<file path="src/hw/rtl/cmpb_pkg.sv">
// ============================================================================
// cmpb_pkg
// Shared constants and types for the color map pixel blend block.
// ============================================================================
`default_nettype none

package cmpb_pkg;

    localparam int PIX_W   = 32;
    localparam int COV_W   = 8;
    localparam int OPA_W   = 9;
    localparam int COLOR_W = 24;
    localparam int IDX_W   = 8;
    localparam int LANES   = 4;

    localparam logic [OPA_W-1:0] OPA_FULL   = 9'h100;
    localparam logic [COV_W-1:0] COV_MAX_65 = 8'd64;
    localparam logic [8:0]       ALPHA_FULL = 9'h100;

    typedef enum logic [IDX_W-1:0] {
        REG_FILL_COLOR = 8'd0,
        REG_SCALE_MODE = 8'd1,
        REG_ALPHA_MODE = 8'd2,
        REG_OPACITY    = 8'd3
    } cfg_index_t;

    // saturate a signed intermediate to one channel byte
    function automatic logic [7:0] clamp_byte(input logic signed [18:0] v);
        logic [7:0] r;
        if (v < 0)
            r = 8'd0;
        else if (v > 19'sd255)
            r = 8'hff;
        else
            r = v[7:0];
        return r;
    endfunction

endpackage

`default_nettype wire

</file>
<file path="src/hw/rtl/color_map_pixel_blend.sv">
// Throughput: one pixel per cycle; the three-stage pipeline (coverage scale,
// channel multiplies, shift/add/clamp) stalls only on output backpressure.
// Reset: rst_n asynchronous, active low; clears pipeline valid bits and loads
// fill_color=0, scale_mode=0, alpha_mode=0, opacity=256.
// ============================================================================
// color_map_pixel_blend
// Blends a constant fill color into ARGB pixels weighted by coverage.
// ============================================================================
`default_nettype none

module color_map_pixel_blend
    import cmpb_pkg::*;
(
    input  wire logic                 clk,
    input  wire logic                 rst_n,

    input  wire logic                 cfg_valid,
    output logic                      cfg_ready,
    input  wire logic [IDX_W-1:0]     cfg_index,
    input  wire logic [COLOR_W-1:0]   cfg_data,

    input  wire logic                 s_tvalid,
    output logic                      s_tready,
    input  wire logic [39:0]          s_tdata,   // dest_pixel[31:0], coverage[39:32]
    input  wire logic                 s_tlast,   // last_in

    output logic                      m_tvalid,
    input  wire logic                 m_tready,
    output logic [PIX_W-1:0]          m_tdata,   // result_pixel[31:0]
    output logic                      m_tlast    // last_out
);

    // configuration
    logic [COLOR_W-1:0] fill_color_reg;
    logic               scale_mode_reg;
    logic               alpha_mode_reg;
    logic [OPA_W-1:0]   opacity_reg;

    assign cfg_ready = 1'b1;

    always_ff @(posedge clk or negedge rst_n)
    begin
        if (!rst_n)
        begin
            fill_color_reg <= '0;
            scale_mode_reg <= 1'b0;
            alpha_mode_reg <= 1'b0;
            opacity_reg    <= OPA_FULL;
        end
        else if (cfg_valid)
        begin
            case (cfg_index)
                REG_FILL_COLOR: fill_color_reg <= cfg_data;
                REG_SCALE_MODE: scale_mode_reg <= cfg_data[0];
                REG_ALPHA_MODE: alpha_mode_reg <= cfg_data[0];
                REG_OPACITY:    opacity_reg    <= cfg_data[OPA_W-1:0];
                default:        ;
            endcase
        end
    end

    // pipeline control: a stage loads when empty or when its beat moves on
    logic v1_reg, v2_reg, v3_reg;
    logic en1, en2, en3;

    assign en3      = ~v3_reg | m_tready;
    assign en2      = ~v2_reg | en3;
    assign en1      = ~v1_reg | en2;
    assign s_tready = en1;

    always_ff @(posedge clk or negedge rst_n)
    begin
        if (!rst_n)
        begin
            v1_reg <= 1'b0;
            v2_reg <= 1'b0;
            v3_reg <= 1'b0;
        end
        else
        begin
            if (en1)
                v1_reg <= s_tvalid;
            if (en2)
                v2_reg <= v1_reg;
            if (en3)
                v3_reg <= v2_reg;
        end
    end

    // stage 1: effective coverage
    logic [OPA_W-1:0]       opa;
    logic [COV_W+OPA_W-1:0] cov_prod;
    logic [COV_W-1:0]       s_next;
    logic [COV_W-1:0]       s_reg;
    logic [PIX_W-1:0]       dest1_reg;
    logic                   last1_reg;

    always_comb
    begin
        opa      = (opacity_reg > OPA_FULL) ? OPA_FULL : opacity_reg;
        cov_prod = (COV_W+OPA_W)'(s_tdata[39:32]) * (COV_W+OPA_W)'(opa);
        s_next   = cov_prod[15:8];
        if (!scale_mode_reg && (s_next > COV_MAX_65))
            s_next = COV_MAX_65;
    end

    always_ff @(posedge clk)
    begin
        if (en1 && s_tvalid)
        begin
            s_reg     <= s_next;
            dest1_reg <= s_tdata[31:0];
            last1_reg <= s_tlast;
        end
    end

    // stage 2: per-lane products
    logic [15:0]        pd_next [LANES];
    logic [16:0]        pc_next [LANES];
    logic signed [18:0] sd_next [LANES];
    logic [15:0]        pd_reg  [LANES];
    logic [16:0]        pc_reg  [LANES];
    logic signed [18:0] sd_reg  [LANES];
    logic [7:0]         dv_reg  [LANES];
    logic               last2_reg;

    always_comb
    begin
        logic [7:0]         dv;
        logic [8:0]         cv;
        logic signed [9:0]  diff;
        for (int i = 0; i < LANES; i++)
        begin
            dv = dest1_reg[8*i +: 8];
            cv = (i == LANES-1) ? ALPHA_FULL : {1'b0, fill_color_reg[8*(i%3) +: 8]};
            diff       = signed'({2'b00, cv[7:0]} | {1'b0, cv[8], 8'h00})
                         - signed'({2'b00, dv});
            pd_next[i] = 16'(dv) * 16'(s_reg);
            pc_next[i] = 17'(cv) * 17'(s_reg);
            sd_next[i] = 19'(diff) * signed'({11'd0, s_reg});
        end
    end

    always_ff @(posedge clk)
    begin
        if (en2 && v1_reg)
        begin
            for (int i = 0; i < LANES; i++)
            begin
                pd_reg[i] <= pd_next[i];
                pc_reg[i] <= pc_next[i];
                sd_reg[i] <= sd_next[i];
                dv_reg[i] <= dest1_reg[8*i +: 8];
            end
            last2_reg <= last1_reg;
        end
    end

    // stage 3: shift, add, clamp or wrap
    logic [PIX_W-1:0] res_next;
    logic [PIX_W-1:0] res_reg;
    logic             last3_reg;

    always_comb
    begin
        logic signed [18:0] prem_v;
        logic signed [18:0] st_v;
        logic [15:0]        pd_sh;
        logic [16:0]        pc_sh;
        logic signed [18:0] sd_sh;
        res_next = '0;
        for (int i = 0; i < LANES; i++)
        begin
            pd_sh  = scale_mode_reg ? (pd_reg[i] >> 8) : (pd_reg[i] >> 6);
            pc_sh  = scale_mode_reg ? (pc_reg[i] >> 8) : (pc_reg[i] >> 6);
            sd_sh  = scale_mode_reg ? (sd_reg[i] >>> 8) : (sd_reg[i] >>> 6);
            prem_v = signed'(19'(dv_reg[i])) - signed'(19'(pd_sh)) + signed'(19'(pc_sh));
            st_v   = signed'(19'(dv_reg[i])) + sd_sh;
            if (alpha_mode_reg)
                res_next[8*i +: 8] = clamp_byte(prem_v);
            else if (i == LANES-1)
                res_next[8*i +: 8] = 8'd0;
            else if (scale_mode_reg)
                res_next[8*i +: 8] = st_v[7:0];
            else
                res_next[8*i +: 8] = clamp_byte(st_v);
        end
    end

    always_ff @(posedge clk)
    begin
        if (en3 && v2_reg)
        begin
            res_reg   <= res_next;
            last3_reg <= last2_reg;
        end
    end

    assign m_tvalid = v3_reg;
    assign m_tdata  = res_reg;
    assign m_tlast  = last3_reg;

endmodule

`default_nettype wire
</file>
<file path="config.mk">
export PLATFORM = sky130hd
export DESIGN_NAME = color_map_pixel_blend
export DESIGN_NICKNAME = d
export VERILOG_FILES = /design/src/hw/rtl/cmpb_pkg.sv /design/src/hw/rtl/color_map_pixel_blend.sv
export SDC_FILE = /design/constraint.sdc
export NUM_CORES = 2
export LEC_CHECK = 0
export BUFFER_PORTS_ARGS = -buffer_cell sky130_fd_sc_hd__buf_2
export CAP_MARGIN = 5
export CELL_PAD_IN_SITES_DETAIL_PLACEMENT = 0
export CELL_PAD_IN_SITES_GLOBAL_PLACEMENT = 1
export CORE_MARGIN = 2
export CORE_UTILIZATION = 50
export CTS_BUF_LIST = sky130_fd_sc_hd__clkbuf_8
export DETAILED_ROUTE_END_ITERATION = 8
export GPL_TIMING_DRIVEN = 1
export PLACE_DENSITY_LB_ADDON = 0.1
export SLEW_MARGIN = 40
export SYNTH_ARGS = -nofsm -noshare
export SYNTH_HDL_FRONTEND = slang
export SYNTH_SLANG_ARGS = --single-unit
</file>
<file path="constraint.sdc">
create_clock -name clk -period 15.97 [get_ports clk]
set_clock_uncertainty 0.1 [all_clocks]
set_input_delay 3.9925 -clock clk [delete_from_list [all_inputs] [get_ports clk]]
set_output_delay 3.9925 -clock clk [all_outputs]
set_load 0.1 [all_outputs]
</file>
==> flow_summary.toml <==
[power]
ir_drop_mv = 0.111
powerDensity_mw_per_mm2 = 149
p_leak_nw = 20.1
power_mw = 6.11

[clocking]
clock_sinks = 259
cts_setup_buffers = 0
cts_inserted_buffers = 51
cts_buffer_depth = 3
ctsResizeCount = 0
cts_tree = "yes"
cts_root_buf = "clkbuf_8"
clkTransAtPathRegs_ps = 60
clk_latency_ps = 650
htree_levels = 2
cts_hold_buffers = 0

[synthesis]
yosysUniqueCellTypes = 82
synth_edf_count = 221
syn_nets = 5036
yosysTopAreaCell = "fa_1"
synth_most_common_cell = "inv_1"
synthArstFlopShare = 0.147
synth-seq-cells = 259
synth_top_area_frac = 0.249
synth_area_per_cell_sq_um = 9.56
synthTopCellsByArea = "fa_1 (25%), edfxtp_1 (17%), ha_1 (16%), inv_1 (7.0%), and2_1 (6.1%)"
netlist_area_sq_mm = 0.0383
yosys_warnings = 0
ys_seq_area_frac = 0.198
synthesis.instances = 4003
synth_ff_type = "edfxtp_1"
synth_commonest_cells = "inv_1 (715), ha_1 (479), fa_1 (476)"

[sta]
timing.slew.headroom = 0.441
whs_ps = 327
worst_slew_pin_slew_ps = 839
max_freq_mhz = 114
drv_slew = 0
setup_ws_ps = 7190
fin_crit_ps = 8780
rsz0062_at_grt = "false"
period_share = 0.550
setup_viol = 0
hold_viol_final = 0
tns_ps = 0

[finish]
syn2layout_area_growth_pct = 7.01
fin_nets = 5109
final_layout_size_suffix_gt1_frac = 0.0807
largest_register_ffs = 40
multiInputGateArea_sq_mm = 0.0276
seq_area_sq_mm = 0.00759
fillers = 7038

[grt]
antenna_found_initial = 6
grt_start_max_net_pins = 66
grt_pass1_wl_um = 153000
grt_pass1_vias = 27400
grt_usage = 0.247
overflow = 0

[worst_setup_path]
crit_type = "input pin to output pin"
slowest_delay_ps = 310
reg2reg_slack_ps = 8390
crit_arrival_ps = 4690
endpoint_kind = "output pin"
r2r-start = "dest1_reg[16]"
timing.critical_path.mode_cell = "buf_2"
reg2reg_depth = 25
worst_setup_path_start_kind = "input pin"
cp_slowest_cell = "buf_2"
r2r-end = "sd_reg[2][16]"
required_ps = 11880
cp_max_fo = 3
path_cells = "buf_2, nor2b_1, nand3_1, buf_2"

[routing]
drtAntennaViolNets = 0
num_vias = 27000
routed_wl_um = 93800
drt_iter0_drc = 1586
wl_per_cell_um = 18.4
dr.pass1.iters = 5
detail_route.drc_violations = 0
vias_per_cell = 5.30

[floorplan]
die_area_sq_mm = 0.0787
core-area_sq_mm = 0.0758
num_rows = 101
die_y_um = 281
initial_core_util = 0.505
io_pins = 114
die_w_um = 281

[run]
max_cap_violations = 0

[placed_design]
io_buffer_count = 112
gp_congestion = 0.855
dpl.hpwl_um = 72100
pre_cts_slack_ps = 6790

[run_status]
status = "complete, no violations"

[worst_hold_path]
holdPathEnd = "m_tlast"
holdPathStages = 0
worstHoldStart = "last2_reg"
hold_class = "flip-flop to flip-flop"
-- power by group --
group | internal [mW] | switching (mW) | total (mW)
Clock | 0.411 | 0.325 | 0.736
Sequential | 1.06 | 0.151 | 1.21
Combinational | 1.73 | 2.44 | 4.17
Total | 3.20 | 2.92 | 6.11
-- area by class of cell --
cell class,instances,share of cell area
inverters,715,0.0656
repair buffers,138,0.0186
flip-flops and latches,259,0.185
multi-input cells,2911,0.674
clock inverters,31,0.00602
diodes,2,0.000122
clock buffers,61,0.0205
well taps,978,0.0299
-- kinds of logic (layout without fill, tap and decap cells) --
logic type | after synthesis | in the layout | share of synthesized area
other | 1 | 3 | 0.0000980
XOR/XNOR | 183 | 183 | 0.0419
buffers and inverters | 833 | 945 | 0.0819
multiplexers | 123 | 123 | 0.0351
AO/OA/AOI/OAI | 439 | 439 | 0.0770
flip-flops | 259 | 259 | 0.198
AND/OR/NAND/NOR | 1208 | 1208 | 0.159
adder cells (fa/ha/maj) | 957 | 957 | 0.406
-- per-layer routing --
layer	vias to the layer above	GRT usage	share of wire	routed length (um)
met5	-	0	0.00029	27
met4	4	0.0440	0.015	1430
li1	13100	-	-	-
met1	13300	0.385	0.52	48500
met3	90	0.0358	0.055	5130
met2	561	0.365	0.41	38700
-- worst max-delay path, delay by kind of cell --
kind,cells,cell delay [ps]
AND/OR/NAND/NOR,2,280
buffers and inverters,2,410
-- worst max path at each step --
stage               slack (ps)  depth (start not counted)        to        start
floorplan                 6980                          2  s_tready     m_tready
global placement          6830                         19  s_reg[2]  s_tdata[34]
detailed placement        6790                         19  s_reg[4]  s_tdata[34]
CTS                       7180                          4  s_tready     m_tready
global route              7090                          4  s_tready     m_tready
finish                    7190                          4  s_tready     m_tready
-- metrics by stage --
stage / cells / area (sq um) / utilization
2_1_floorplan: 4003 / 38300 / -
6_report: 5095 / 40900 / 0.540
5_1_grt: 5094 / 40900 / 0.540
3_3_place_gp: 5001 / 39800 / 0.525
4_1_cts: 5093 / 40900 / 0.539
3_5_place_dp: 5001 / 39800 / 0.525
-- layout by cell type, fill, tap and decap left out, types with 7 or more instances in the layout --
| cell | n |
|---|---|
| buf_2 | 112 |
| ha_1 | 479 |
| nand3_1 | 47 |
| nand2b_1 | 17 |
| nor2b_1 | 70 |
| and3_1 | 24 |
| nand2_1 | 390 |
| a21o_1 | 25 |
| clkbuf_8 | 61 |
| buf_4 | 25 |
| o31ai_1 | 18 |
| a21oi_1 | 94 |
| dfrtp_1 | 36 |
| mux2i_1 | 33 |
| o41ai_1 | 7 |
| a211oi_1 | 14 |
| o21a_1 | 32 |
| nor4_1 | 10 |
| clkinv_1 | 7 |
| xnor2_1 | 137 |
| nand4_1 | 9 |
| a21boi_0 | 24 |
| fa_1 | 476 |
| inv_1 | 726 |
| or3_1 | 11 |
| nor3_1 | 43 |
| edfxtp_1 | 221 |
| o21bai_1 | 15 |
| xor2_1 | 45 |
| and2_1 | 368 |
| nor2_1 | 180 |
| o21ai_0 | 116 |
| mux2_2 | 90 |
| a221o_1 | 11 |
| nand4b_1 | 7 |
(Power assumes the default switching activity.)
